$ cat src/rtl/gdcc_pkg.sv
// ----------------------------------------------------------------------------
// gdcc_pkg
// Shared types, constants and the root table of the gc deficit copy counter.
// ----------------------------------------------------------------------------
`default_nettype none

package gdcc_pkg;

  localparam int MAX_READ_LEN    = 65536;
  localparam int READ_COUNT_BITS = 32;
  localparam int FRAC_BITS       = 16;
  localparam int LOG_BITS        = 16;

  localparam int CNT_W     = 17;
  localparam int DIV_NUM_W = 64;
  localparam int DIV_DEN_W = 48;
  localparam int DIV_CNT_W = 6;
  localparam int SUM_W     = 48;

  localparam logic [7:0] CH_A = 8'h41;
  localparam logic [7:0] CH_C = 8'h43;
  localparam logic [7:0] CH_G = 8'h47;
  localparam logic [7:0] CH_T = 8'h54;
  localparam logic [7:0] CASE_OFS = 8'h20;

  localparam logic [31:0] ONE_Q30  = 32'h4000_0000;
  localparam logic [39:0] HALF_Q30 = 40'h00_2000_0000;
  localparam logic [8:0]  CNT_SAT  = 9'd256;

  localparam int CFG_EXP_IDX   = 0;
  localparam int CFG_LIMIT_IDX = 1;
  localparam logic [11:0] EXP_RESET   = 12'd384;
  localparam logic [7:0]  LIMIT_RESET = 8'd255;

  typedef struct packed {
    logic [7:0] base_char;
    logic       end_of_read;
  } in_item_t;

  typedef struct packed {
    logic [7:0]  copy_count;
    logic        has_bases;
    logic [15:0] read_gc_fraction;
    logic [15:0] mean_gc_fraction;
    logic [16:0] read_length;
  } out_item_t;

  typedef struct packed {
    logic [CNT_W-1:0] gc;
    logic [CNT_W-1:0] acgt;
    logic [CNT_W-1:0] all;
  } snap_t;

  typedef struct packed {
    logic                 start;
    logic [DIV_NUM_W-1:0] num;
    logic [DIV_DEN_W-1:0] den;
  } div_req_t;

  typedef struct packed {
    logic                 done;
    logic [DIV_NUM_W-1:0] quo;
  } div_rsp_t;

  typedef struct packed {
    logic [11:0] exponent;
    logic [7:0]  limit;
  } cfg_t;

  typedef enum logic [4:0] {
    S_IDLE, S_PREP, S_GC_WAIT, S_SUM, S_MEAN_GO, S_MEAN_WAIT, S_DECIDE,
    S_Q_WAIT, S_NORM, S_SQ_MUL, S_SQ_ACC, S_EXP_MUL, S_EXP_CHK,
    S_RT_MUL, S_RT_ACC, S_ROUND, S_FINISH
  } state_t;

  typedef logic [LOG_BITS-1:0][31:0] root_tab_t;

  function automatic logic [63:0] isqrt64(input logic [63:0] x_in);
    logic [63:0] x;
    logic [63:0] res;
    logic [63:0] bit_v;
    x = x_in;
    res = '0;
    bit_v = 64'd1 << 62;
    for (int i = 0; i < 32; i++) begin
      if (x >= res + bit_v) begin
        x = x - (res + bit_v);
        res = (res >> 1) + bit_v;
      end else begin
        res = res >> 1;
      end
      bit_v = bit_v >> 2;
    end
    return res;
  endfunction

  // successive roots 2^(2^-j), j = 1..16, in q1.30
  function automatic root_tab_t calc_roots();
    root_tab_t   tab;
    logic [63:0] root;
    root = 64'd1 << 31;
    for (int j = 0; j < LOG_BITS; j++) begin
      root = isqrt64(root << 30);
      tab[j] = root[31:0];
    end
    return tab;
  endfunction

  localparam root_tab_t ROOTS = calc_roots();

endpackage

`default_nettype wire

$ cat src/rtl/gc_deficit_copy_count_top.sv
// ----------------------------------------------------------------------------
// gc_deficit_copy_count_top
// Gc fraction per read, running mean and extra copy count for low-gc reads.
// ----------------------------------------------------------------------------
// channel  ports                       transfer
// input    in_valid/in_ready/in_data   one character, end_of_read on the last
// result   out_valid/out_ready/out_data one item per read
// config   cfg_p*                      apb write at 4*index, pready tied high
//
// a character that does not end a read leaves the input ready for the next one.
// after the last character of a read the input is held off while the read is
// processed: the shared divider runs up to three passes, then, when the power
// is needed, the log and power loops share one 32x32 multiplier.
// a full output register holds the sequencer in its last state and stalls input.
// rst_n is synchronous; it restores the registers to 1.5 and 255.
// ----------------------------------------------------------------------------
`default_nettype none

module gc_deficit_copy_count_top
  import gdcc_pkg::*;
#(
  parameter int READ_CNT_W = READ_COUNT_BITS
) (
  input  wire logic        clk,
  input  wire logic        rst_n,
  input  wire logic        in_valid,
  output logic             in_ready,
  input  in_item_t         in_data,
  output logic             out_valid,
  input  wire logic        out_ready,
  output out_item_t        out_data,
  input  wire logic        cfg_psel,
  input  wire logic        cfg_penable,
  input  wire logic        cfg_pwrite,
  input  wire logic [2:0]  cfg_paddr,
  input  wire logic [31:0] cfg_pwdata,
  output logic [31:0]      cfg_prdata,
  output logic             cfg_pready
);

  localparam logic [READ_CNT_W-1:0] READS_MAX = '1;

  cfg_t      cfg;
  snap_t     snap;
  div_req_t  div_req;
  div_rsp_t  div_rsp;
  state_t    state_r, state_nxt;
  logic      in_acc;
  logic      has;

  logic [SUM_W-1:0]      sum_r;
  logic [READ_CNT_W-1:0] reads_r;
  logic [15:0]           gcq_r, mean_r;
  logic [47:0]           q_r;
  logic [3:0]            sh_r, k_r, bit_r;
  logic [30:0]           y_r;
  logic [15:0]           frac_r, f_r;
  logic [2:0]            ip_r;
  logic [31:0]           r_r;
  logic [8:0]            cnt_r;
  logic [63:0]           prod_r;
  logic [31:0]           mul_a, mul_b;
  logic [63:0]           mul_p;
  logic                  out_valid_r;
  out_item_t             out_data_r;
  logic                  out_free;

  logic [SUM_W:0]  sum_add;
  logic [31:0]     sq_t;
  logic [39:0]     v_sh, v_rnd;
  logic [9:0]      c_raw;
  logic [7:0]      copies;

  assign cfg_pready = 1'b1;
  assign in_ready   = (state_r == S_IDLE);
  assign in_acc     = in_valid && in_ready;
  assign has        = snap.acgt != '0;
  assign out_free   = !out_valid_r || out_ready;

  gdcc_cfg u_cfg (
    .clk     (clk),
    .rst_n   (rst_n),
    .psel    (cfg_psel),
    .penable (cfg_penable),
    .pwrite  (cfg_pwrite),
    .paddr   (cfg_paddr),
    .pwdata  (cfg_pwdata),
    .prdata  (cfg_prdata),
    .cfg     (cfg)
  );

  gdcc_base_cnt u_cnt (
    .clk    (clk),
    .rst_n  (rst_n),
    .accept (in_acc),
    .item   (in_data),
    .snap   (snap)
  );

  gdcc_div u_div (
    .clk   (clk),
    .rst_n (rst_n),
    .req   (div_req),
    .rsp   (div_rsp)
  );

  // shared multiplier operands
  always_comb begin
    case (state_r)
      S_SQ_MUL: begin
        mul_a = {1'b0, y_r};
        mul_b = {1'b0, y_r};
      end
      S_EXP_MUL: begin
        mul_a = {12'd0, k_r, frac_r};
        mul_b = {20'd0, cfg.exponent};
      end
      default: begin
        mul_a = r_r;
        mul_b = ROOTS[bit_r];
      end
    endcase
  end

  assign mul_p = mul_a * mul_b;

  always_comb begin
    sum_add = {1'b0, sum_r} + {{(SUM_W-15){1'b0}}, gcq_r};
    sq_t    = prod_r[61:30];
    v_sh    = {8'd0, r_r} << ip_r;
    v_rnd   = v_sh + HALF_Q30;
    c_raw   = v_rnd[39:30];
    if (cnt_r > 9'd1) begin
      copies = (cnt_r < {1'b0, cfg.limit}) ? cnt_r[7:0] : cfg.limit;
    end else begin
      copies = 8'd0;
    end
  end

  // sequencer: next state and divider requests
  always_comb begin
    state_nxt     = state_r;
    div_req.start = 1'b0;
    div_req.num   = '0;
    div_req.den   = '0;
    case (state_r)
      S_IDLE: begin
        if (in_acc && in_data.end_of_read) state_nxt = S_PREP;
      end
      S_PREP: begin
        if (has) begin
          div_req.start = 1'b1;
          div_req.num   = DIV_NUM_W'(snap.gc) << FRAC_BITS;
          div_req.den   = DIV_DEN_W'(snap.acgt);
          state_nxt     = S_GC_WAIT;
        end else begin
          state_nxt = S_SUM;
        end
      end
      S_GC_WAIT: begin
        if (div_rsp.done) state_nxt = S_SUM;
      end
      S_SUM: begin
        state_nxt = S_MEAN_GO;
      end
      S_MEAN_GO: begin
        div_req.start = 1'b1;
        div_req.num   = DIV_NUM_W'(sum_r);
        div_req.den   = DIV_DEN_W'(reads_r) + 1'b1;
        state_nxt     = S_MEAN_WAIT;
      end
      S_MEAN_WAIT: begin
        if (div_rsp.done) state_nxt = S_DECIDE;
      end
      S_DECIDE: begin
        if (has && gcq_r < mean_r && gcq_r != '0) begin
          div_req.start = 1'b1;
          div_req.num   = DIV_NUM_W'(mean_r) << 32;
          div_req.den   = DIV_DEN_W'(gcq_r);
          state_nxt     = S_Q_WAIT;
        end else begin
          state_nxt = S_FINISH;
        end
      end
      S_Q_WAIT: begin
        if (div_rsp.done) state_nxt = S_NORM;
      end
      S_NORM: begin
        if (q_r[47]) state_nxt = S_SQ_MUL;
      end
      S_SQ_MUL: begin
        state_nxt = S_SQ_ACC;
      end
      S_SQ_ACC: begin
        state_nxt = (bit_r == '0) ? S_EXP_MUL : S_SQ_MUL;
      end
      S_EXP_MUL: begin
        state_nxt = S_EXP_CHK;
      end
      S_EXP_CHK: begin
        state_nxt = (prod_r[31:24] >= 8'd8) ? S_FINISH : S_RT_MUL;
      end
      S_RT_MUL: begin
        if (f_r[4'd15 - bit_r]) begin
          state_nxt = S_RT_ACC;
        end else if (bit_r == 4'd15) begin
          state_nxt = S_ROUND;
        end
      end
      S_RT_ACC: begin
        state_nxt = (bit_r == 4'd15) ? S_ROUND : S_RT_MUL;
      end
      S_ROUND: begin
        state_nxt = S_FINISH;
      end
      S_FINISH: begin
        if (out_free) state_nxt = S_IDLE;
      end
      default: begin
        state_nxt = S_IDLE;
      end
    endcase
  end

  always_ff @(posedge clk) begin
    if (!rst_n) begin
      state_r <= S_IDLE;
    end else begin
      state_r <= state_nxt;
    end
  end

  always_ff @(posedge clk) begin
    if (!rst_n) begin
      sum_r   <= '0;
      reads_r <= '0;
    end else begin
      if (state_r == S_SUM) begin
        sum_r <= sum_add[SUM_W] ? '1 : sum_add[SUM_W-1:0];
      end
      if (state_r == S_FINISH && out_free && reads_r != READS_MAX) begin
        reads_r <= reads_r + 1'b1;
      end
    end
  end

  // datapath of the divider results, the log and power loops and the copy count
  always_ff @(posedge clk) begin
    prod_r <= mul_p;
    case (state_r)
      S_PREP: begin
        gcq_r <= '0;
        cnt_r <= '0;
      end
      S_GC_WAIT: begin
        if (div_rsp.done) begin
          gcq_r <= (div_rsp.quo > 64'hffff) ? 16'hffff : div_rsp.quo[15:0];
        end
      end
      S_MEAN_WAIT: begin
        if (div_rsp.done) begin
          mean_r <= (div_rsp.quo > 64'hffff) ? 16'hffff : div_rsp.quo[15:0];
        end
      end
      S_DECIDE: begin
        // zero gc below a nonzero mean saturates the count
        cnt_r <= (has && gcq_r < mean_r && gcq_r == '0) ? CNT_SAT : 9'd0;
      end
      S_Q_WAIT: begin
        q_r  <= div_rsp.quo[47:0];
        sh_r <= '0;
      end
      S_NORM: begin
        if (q_r[47]) begin
          y_r    <= q_r[47:17];
          k_r    <= 4'd15 - sh_r;
          bit_r  <= 4'd15;
          frac_r <= '0;
        end else begin
          q_r  <= {q_r[46:0], 1'b0};
          sh_r <= sh_r + 1'b1;
        end
      end
      S_SQ_ACC: begin
        if (sq_t[31]) begin
          y_r           <= sq_t[31:1];
          frac_r[bit_r] <= 1'b1;
        end else begin
          y_r <= sq_t[30:0];
        end
        bit_r <= bit_r - 1'b1;
      end
      S_EXP_CHK: begin
        if (prod_r[31:24] >= 8'd8) begin
          cnt_r <= CNT_SAT;
        end
        ip_r  <= prod_r[26:24];
        f_r   <= prod_r[23:8];
        r_r   <= ONE_Q30;
        bit_r <= '0;
      end
      S_RT_MUL: begin
        if (!f_r[4'd15 - bit_r] && bit_r != 4'd15) begin
          bit_r <= bit_r + 1'b1;
        end
      end
      S_RT_ACC: begin
        r_r <= prod_r[61:30];
        if (bit_r != 4'd15) bit_r <= bit_r + 1'b1;
      end
      S_ROUND: begin
        cnt_r <= (c_raw > 10'd256) ? CNT_SAT : c_raw[8:0];
      end
      default: begin
      end
    endcase
  end

  always_ff @(posedge clk) begin
    if (!rst_n) begin
      out_valid_r <= 1'b0;
    end else if (state_r == S_FINISH && out_free) begin
      out_valid_r <= 1'b1;
    end else if (out_ready) begin
      out_valid_r <= 1'b0;
    end
  end

  always_ff @(posedge clk) begin
    if (state_r == S_FINISH && out_free) begin
      out_data_r.copy_count       <= copies;
      out_data_r.has_bases        <= has;
      out_data_r.read_gc_fraction <= gcq_r;
      out_data_r.mean_gc_fraction <= mean_r;
      out_data_r.read_length      <= snap.all;
    end
  end

  assign out_valid = out_valid_r;
  assign out_data  = out_data_r;

endmodule

`default_nettype wire

$ cat src/rtl/gdcc_cfg.sv
// ----------------------------------------------------------------------------
// gdcc_cfg
// Register file behind the apb-style port: exponent and copy limit.
// ----------------------------------------------------------------------------
`default_nettype none

module gdcc_cfg
  import gdcc_pkg::*;
(
  input  wire logic        clk,
  input  wire logic        rst_n,
  input  wire logic        psel,
  input  wire logic        penable,
  input  wire logic        pwrite,
  input  wire logic [2:0]  paddr,
  input  wire logic [31:0] pwdata,
  output logic [31:0]      prdata,
  output cfg_t             cfg
);

  logic [11:0] exp_r;
  logic [7:0]  limit_r;
  logic        wr_en;

  assign wr_en = psel && penable && pwrite;

  always_ff @(posedge clk) begin
    if (!rst_n) begin
      exp_r   <= EXP_RESET;
      limit_r <= LIMIT_RESET;
    end else if (wr_en) begin
      if (32'(paddr[2]) == CFG_EXP_IDX) begin
        exp_r <= pwdata[11:0];
      end else begin
        limit_r <= pwdata[7:0];
      end
    end
  end

  always_comb begin
    if (32'(paddr[2]) == CFG_EXP_IDX) begin
      prdata = {20'd0, exp_r};
    end else begin
      prdata = {24'd0, limit_r};
    end
  end

  assign cfg.exponent = exp_r;
  assign cfg.limit    = limit_r;

endmodule

`default_nettype wire

$ cat src/rtl/gdcc_base_cnt.sv
// ----------------------------------------------------------------------------
// gdcc_base_cnt
// Per-read character, acgt and gc counters; snapshot taken at end of read.
// ----------------------------------------------------------------------------
`default_nettype none

module gdcc_base_cnt
  import gdcc_pkg::*;
(
  input  wire logic clk,
  input  wire logic rst_n,
  input  wire logic accept,
  input  in_item_t  item,
  output snap_t     snap
);

  localparam logic [CNT_W-1:0] CNT_MAX = CNT_W'(MAX_READ_LEN);

  logic [CNT_W-1:0] gc_r, acgt_r, all_r;
  logic [CNT_W-1:0] gc_nxt, acgt_nxt, all_nxt;
  snap_t            snap_r;
  logic [7:0]       ch_up;
  logic             is_at, is_gc;

  always_comb begin
    ch_up = item.base_char;
    if (item.base_char inside {[8'h61:8'h7a]}) begin
      ch_up = item.base_char - CASE_OFS;
    end
    is_at = (ch_up == CH_A) || (ch_up == CH_T);
    is_gc = (ch_up == CH_G) || (ch_up == CH_C);
    all_nxt  = (all_r < CNT_MAX) ? all_r + 1'b1 : all_r;
    acgt_nxt = ((is_at || is_gc) && acgt_r < CNT_MAX) ? acgt_r + 1'b1 : acgt_r;
    gc_nxt   = (is_gc && gc_r < CNT_MAX) ? gc_r + 1'b1 : gc_r;
  end

  always_ff @(posedge clk) begin
    if (!rst_n) begin
      gc_r   <= '0;
      acgt_r <= '0;
      all_r  <= '0;
    end else if (accept) begin
      if (item.end_of_read) begin
        gc_r   <= '0;
        acgt_r <= '0;
        all_r  <= '0;
      end else begin
        gc_r   <= gc_nxt;
        acgt_r <= acgt_nxt;
        all_r  <= all_nxt;
      end
    end
  end

  always_ff @(posedge clk) begin
    if (accept && item.end_of_read) begin
      snap_r.gc   <= gc_nxt;
      snap_r.acgt <= acgt_nxt;
      snap_r.all  <= all_nxt;
    end
  end

  assign snap = snap_r;

endmodule

`default_nettype wire

$ cat src/rtl/gdcc_div.sv
// ----------------------------------------------------------------------------
// gdcc_div
// Shared restoring divider, one quotient bit per cycle.
// ----------------------------------------------------------------------------
`default_nettype none

module gdcc_div
  import gdcc_pkg::*;
(
  input  wire logic clk,
  input  wire logic rst_n,
  input  div_req_t  req,
  output div_rsp_t  rsp
);

  logic                 busy_r;
  logic [DIV_CNT_W-1:0] cnt_r;
  logic [DIV_NUM_W-1:0] num_r;
  logic [DIV_DEN_W-1:0] den_r;
  logic [DIV_DEN_W-1:0] rem_r;
  logic                 done_r;
  logic [DIV_DEN_W:0]   rem_sh;
  logic                 fits;

  assign rem_sh = {rem_r, num_r[DIV_NUM_W-1]};
  assign fits   = rem_sh >= {1'b0, den_r};

  always_ff @(posedge clk) begin
    if (!rst_n) begin
      busy_r <= 1'b0;
      done_r <= 1'b0;
    end else begin
      done_r <= 1'b0;
      if (req.start) begin
        busy_r <= 1'b1;
      end else if (busy_r && cnt_r == '0) begin
        busy_r <= 1'b0;
        done_r <= 1'b1;
      end
    end
  end

  // quotient bits shift in where the dividend shifts out
  always_ff @(posedge clk) begin
    if (req.start) begin
      num_r <= req.num;
      den_r <= req.den;
      rem_r <= '0;
      cnt_r <= '1;
    end else if (busy_r) begin
      num_r <= {num_r[DIV_NUM_W-2:0], fits};
      rem_r <= fits ? DIV_DEN_W'(rem_sh - {1'b0, den_r}) : rem_sh[DIV_DEN_W-1:0];
      cnt_r <= cnt_r - 1'b1;
    end
  end

  assign rsp.done = done_r;
  assign rsp.quo  = num_r;

endmodule

`default_nettype wire

$ cat config.mk
export PLATFORM = sky130hd
export DESIGN_NAME = gc_deficit_copy_count_top
export DESIGN_NICKNAME = d
export VERILOG_FILES = /design/src/rtl/gdcc_pkg.sv /design/src/rtl/gc_deficit_copy_count_top.sv /design/src/rtl/gdcc_cfg.sv /design/src/rtl/gdcc_base_cnt.sv /design/src/rtl/gdcc_div.sv
export SDC_FILE = /design/constraint.sdc
export NUM_CORES = 2
export LEC_CHECK = 0
export BUFFER_PORTS_ARGS = -buffer_cell sky130_fd_sc_hd__buf_2
export CORE_ASPECT_RATIO = 1.25
export CORE_UTILIZATION = 55
export CTS_CLUSTER_SIZE = 10
export DETAILED_ROUTE_END_ITERATION = 6
export PLACE_DENSITY_LB_ADDON = 0.3
export SLEW_MARGIN = 5
export SYNTH_ARGS = -nofsm -noshare
export SYNTH_HDL_FRONTEND = slang
export SYNTH_SLANG_ARGS = --single-unit
$ cat constraint.sdc
create_clock -name clk -period 20 [get_ports clk]
set_input_delay 4 -clock clk [delete_from_list [all_inputs] [get_ports clk]]
set_output_delay 4 -clock clk [all_outputs]
set_load 0.01 [all_outputs]
# --- After elaboration in Yosys (flattened, before gate mapping) ---
# Memories as Yosys holds them, arrays and structs flattened. A register that Yosys moved wholly into a read port is not among the register bits.
# Index checks and enable logic that the tools add are counted.
# W data, S select, Z words.
word_totals:
  reg_bits: 695
  mem_bits_ro: 512
  input_bits: 51
  out_inout_bits: 93
  wordCells: 221
  mem_count: 1
memory_table:
  columns: ["memory", "words", "width", "rd", "rd_clocked_by_memory_dff", "write_ports", "line_no", "text"]
  rows:
  - ["(no name shown)", 16, 32, 1, 1, 0, "gc_deficit_copy_count_top.sv:120", "mul_b = ROOTS[bit_r];"]
op_classes:
  add_sub_neg: 15
  multipliers: 1
  n_lt_le_gt_ge: 15
  n_eq_ne: 35
  n_shift: 1
  n_mux: 65
  bitwise_logic: 3
  n_reduce_logical: 48
ops:
  columns: ["op", "count"]
  rows:
  - ["$pmux W113 S3", 1]
  - ["$mux W113", 2]
  - ["$pmux W32 S2", 3]
  - ["$mux W48", 3]
  - ["$mux W64", 2]
  - ["$mux W17", 6]
  - ["$pmux W48 S2", 1]
  - ["$pmux W5 S17", 1]
  - ["$gt A64 B16 Y1 const B", 1]
  - ["$mux W16", 4]
  - ["$pmux W16 S2", 2]
  - ["$mul A32 B32 Y62", 1]
  - ["$mux W31", 2]
  - ["$pmux W31 S2", 1]
  - ["$add A17 B1 Y17 const B", 3]
  - ["$lt A17 B17 Y1 const B", 3]
  - ["$mux W5", 10]
  - ["$add A48 B16 Y49", 1]
  - ["$ge A49 B48 Y1", 1]
  - ["$sub A48 B48 Y48", 1]
  - ["$add A40 B30 Y40 const B", 1]
  - ["$eq A5 B4 Y1 const B", 8]
  - ["$shl A32 B3 Y40", 1]
  - ["$pmux W9 S4", 1]
  - ["other kinds (57)", 123]

# --- Depth between registers and ports, before layout ---
logic_depth:
  depth_word: 9
  depth_mapped: 37
  depth_no_buf: 33

# --- Modules after synthesis ---
# Synthesis repeated with hierarchy kept, for this count alone.
unflattened:
  hier_cells: 7296
  area_unflattened_um2: 68061.5
by_module_without_submodules:
  columns: ["module", "n_inst", "cells_each", "area_each_um2", "seq_area_each_um2"]
  rows:
  - ["gc_deficit_copy_count_top", 1, 5786, 52442.8, 11100.6]
  - ["gdcc_div", 1, 921, 9685.5, 4484.3]
  - ["gdcc_base_cnt", 1, 467, 4808.4, 2552.4]
  - ["gdcc_cfg", 1, 122, 1124.8, 400.4]

# --- Worst setup path before layout ---
# No wires, ideal clock.
synth_timing:
  path_type: "reg-to-reg"
  from: "reg state_r[2]"
  to: "reg prod_r[56]"
  setup_time_ns: 0.123
  arrival_ns: 9.105
  required_ns: 19.877
  path_slack_ns: 10.772
  path_stages_with_launch: 33
  n_path_buf: 5
  period_less_slack_ns: 9.228
  cell_sequence: "dfxtp_1 clkbuf_1 clkbuf_1 nor3_1 and2_1 clkbuf_1 a221oi_1 clkbuf_1 nor2_1 fa_1 fa_1 fa_1 inv_1 fa_1 inv_1 fa_1 fa_1 fa_1 inv_1 fa_1 inv_1 ha_1 clkbuf_1 nand4_1 nor4_1 nand3_1 o32ai_1 o31ai_1 a21oi_2 a31oi_1 o31ai_2 a211oi_1 xnor2_1"
synth_between:
  elab_chain_len: 3
  elab_cells_between_ends: 5
  classes_between: "mul (1); eq/ne (2); mux (2)"
synth_rtl:
  columns: ["element", "line_no", "text"]
  rows:
  - ["start: declaration", "gc_deficit_copy_count_top.sv:47", "state_t state_r, state_nxt;"]
  - ["start signal: assignment", "gc_deficit_copy_count_top.sv:229", "state_r <= state_nxt;"]
  - ["$eq A5 B4 Y1", "gc_deficit_copy_count_top.sv:109", "case (state_r)"]
  - ["$pmux W32 S2", "gc_deficit_copy_count_top.sv:109", null]
  - ["$mul A32 B32 Y62 (*)", "gc_deficit_copy_count_top.sv:125", "assign mul_p = mul_a * mul_b;"]
  - ["named net mul_p[56]", "gc_deficit_copy_count_top.sv:63", "logic [63:0] mul_p;"]
  - ["end signal: assignment", "gc_deficit_copy_count_top.sv:249", "prod_r <= mul_p;"]
  - ["end: declaration", "gc_deficit_copy_count_top.sv:61", "logic [63:0] prod_r;"]
# Mark *: on every way through the listed nets, which the timed path passes. The rest lies on a longest branch.
# A chain may end at the register's enable or synchronous reset.

# --- Worst setup path after layout ---
layout_timing:
  from: "reg state_r[3]"
  to: "reg prod_r[56]"
# Same word-level chain as after synthesis.

==> results.json <==
{
  "outcome": "finished, violations left",
  "failed_checks": "DRC",
  "pin_count": 144,
  "cp_top_family": "adder cells",
  "synth-edff-count": 405,
  "start_util_pct": 55.7,
  "drive_gt1_share_pct": 6.56,
  "grt_pass1_wl_um": 303000,
  "place_congestion": 1.01,
  "finalWirelength_um": 198000,
  "synth.cell_area_um2": 65200,
  "cts_buffers": 81,
  "post_cts_buffers": 0,
  "required_ps": 20530,
  "clock_skew_ps": 61.9,
  "insertion_delay_ps": 660,
  "die_h_um": 387,
  "cts.sinks": 701,
  "core_um2": 117000,
  "crit_buf_inv": 7,
  "hp-class": "flip-flop to flip-flop",
  "slew_headroom_pct": 19.7,
  "power.switching_mw": 1.76,
  "p_leak_nw": 31.9,
  "grt_pass1_vias": 51400,
  "antenna_left": 0,
  "synth_ff_type": "edfxtp_1",
  "stdcell_area_um2": 69900,
  "crit_path_end_kind": "flip-flop",
  "cts_resized": 0,
  "final_common_cell": "inv_1",
  "cts-htree-levels": 3,
  "rows": 140,
  "fin_util_pct": 59.7,
  "hold_ws_ps": 404,
  "arrival_ps": 12010,
  "hold_start": "prod_r[8]",
  "overflow": 0,
  "swShare_pct": 35.3,
  "syn_inst": 6999,
  "synth_top_area_share_pct": 26.6,
  "placed_cells": 8432,
  "dieWidth_um": 310,
  "drt_iter0_drc": 4613,
  "critPathMaxStageDelay_ps": 810,
  "synth_cell_types": 92,
  "cts_hold_buf": 0,
  "ys_ff_latch": 701,
  "cap_violations": 0,
  "p_clk_share_pct": 27.6,
  "yosys-top-cells-area": "fa_1 27%, edfxtp_1 19%, dfxtp_1 9.1%, ha_1 7.0%, inv_1 6.3%",
  "place_area_um2": 67500,
  "rsz0062_at_grt": "no",
  "setup_viol": 0,
  "die_area_um2": 120000,
  "first_pass_iters": 7,
  "routed_via_density": 5.88,
  "port_buffers": 100,
  "wl_per_cell_um": 23.1,
  "groute.usage.overall_pct": 33.5,
  "period_share_pct": 57.4,
  "powerDensity_nw_per_um2": 71.4,
  "vdd_drop_max_v": 0.0000875,
  "final_hold_viol_count": 0,
  "r2r_start": "state_r[3]",
  "grt_max_degree": 99,
  "period_minus_slack_ps": 11490,
  "clock.fmax_mhz": 87.1,
  "final_cell_mix": "1095 x inv_1, 867 x fa_1, 866 x nor2_1",
  "start_kind": "flip-flop",
  "clk_pin_slew_ps": 60,
  "clockBufferDepth": 3,
  "yosysSeqAreaShare_pct": 27.7,
  "post-dp-hpwl_um": 148000,
  "nNetsFinal": 8234,
  "slew_viol_final": 0,
  "post-route-drc-count": 5,
  "syn_avg_cell_area_um2": 9.32,
  "cp_slowest_cell": "dfxtp_1",
  "yosys_warnings": 0,
  "tightestPinTransition_ps": 1200,
  "yosysTopAreaCell": "fa_1",
  "n_fill_cell": 10100,
  "finalNonFillerCells": 8581,
  "cp-startpoint": "state_r[3]",
  "area_delta_synth_final_pct": 7.16,
  "critPathKind": "flip-flop to flip-flop",
  "cts-root-buf": "clkbuf_16",
  "power.internal_mw": 3.23,
  "cts_tree": "done",
  "vias": 50500,
  "async_flop_share_pct": 0,
  "critPathMostFrequentCell": "fa_1",
  "combPwrFrac_pct": 29.7,
  "pwr-share-seq_pct": 42.7,
  "timing.setup.tns_ps": 0,
  "grt_antenna_before_repair": 1,
  "cp_max_fo": 45
}
## metal layers
layer	wire [µm]	global-route usage, %	share of wire, %	up-vias
met5	0	0	0	-
li1	-	-	-	22400
met3	17000	6.66	8.6	669
met1	72000	40.5	36	25000
met2	93100	54.2	47	2336
met4	15800	22.4	8.0	0
## sequential cells by signal (all words and copies together) (netlist names), 32 cells and up, named ones only
name / count
u_div.rem_r: 48
out_data: 58
u_div.den_r: 33
reads_r: 32
sum_r: 48
q_r: 48
u_div.num_r: 64
u_cnt.snap: 51
r_r: 32
prod_r: 54
## final cells by class
type / count / area [µm²] / share of cell area [%]
Multi-Input combinational cell: 4819 / 41600 / 59.6
Sequential cell: 701 / 18100 / 25.9
Inverter: 1100 / 4130 / 5.91
Clock buffer: 137 / 2250 / 3.22
Tap cell: 1562 / 1950 / 2.80
Timing Repair Buffer: 250 / 1630 / 2.33
Clock inverter: 10 / 176 / 0.252
Antenna cell: 2 / 5.00 / 0.00716
## metrics by stage
step                      setup slack (ps)  power [mW]
after floorplan                      10770        3.16
after global placement                8770        3.56
after detailed placement              8710        3.61
after CTS                             8670        4.99
after global routing                  8020        5.25
final                                 8510        4.99
## logic make-up after synthesis
| group | Yosys count | synth area share, % |
|---|---|---|
| flip-flops | 701 | 27.7 |
| AO/OA/AOI/OAI | 995 | 10.0 |
| buffers and inverters | 1498 | 8.82 |
| adder cells (fa/ha/maj) | 1230 | 33.6 |
| other | 2 | 0.0115 |
| XOR/XNOR | 235 | 3.16 |
| AND/OR/NAND/NOR | 2255 | 15.3 |
| multiplexers | 83 | 1.39 |
## final timing paths
check | end | slack, ps | cells past startpoint
worst max register to register | prod_r[56] | 8510 | 30
worst min-delay path | f_r[0] | 400 | 0
worst max-delay path | prod_r[56] | 8510 | 30
worst min register to register | f_r[0] | 400 | 0
## worst reg2reg max path: cells and delay by family, from the launching register on
kind                       cells  cell delay [ps]
AOI/OAI and AO/OA              7             2980
xor gates and xnor gates       1              160
adders and majority gates      9             4630
buffers and inverters          7             1180
DFF                            1              810
and+or+nand+nor                6             1610
## cell usage after synthesis (15+ instances only)
| cell type | number |
|---|---|
| and2_1 | 89 |
| o221a_2 | 15 |
| o21ai_0 | 218 |
| edfxtp_1 | 405 |
| and3_1 | 60 |
| nand4_1 | 38 |
| mux2_2 | 23 |
| a211oi_1 | 53 |
| nor4_1 | 49 |
| buf_1 | 33 |
| xor2_1 | 101 |
| nand2b_1 | 87 |
| clkbuf_1 | 329 |
| inv_1 | 1098 |
| nor2b_1 | 51 |
| a21oi_1 | 268 |
| ha_1 | 363 |
| nand3_1 | 94 |
| o21a_1 | 19 |
| o31ai_1 | 21 |
| a22o_1 | 36 |
| a21o_1 | 101 |
| a22oi_1 | 66 |
| nor2_1 | 869 |
| o211ai_1 | 24 |
| mux2i_1 | 56 |
| fa_1 | 867 |
| xnor2_1 | 134 |
| nand2_1 | 754 |
| buf_4 | 25 |
| a222oi_1 | 15 |
| nor3_1 | 62 |
| or3_1 | 37 |
| dfxtp_1 | 296 |
| a31oi_1 | 30 |
## power by group through the flow
stage	clock network (mW)	logic (mW)	registers, mW
floorplan	0	1.13	2.03
global placement	0	1.42	2.14
detailed placement	0	1.46	2.15
CTS	1.40	1.47	2.12
global route	1.45	1.64	2.16
finish	1.38	1.48	2.13
(Power assumes the default switching activity.)
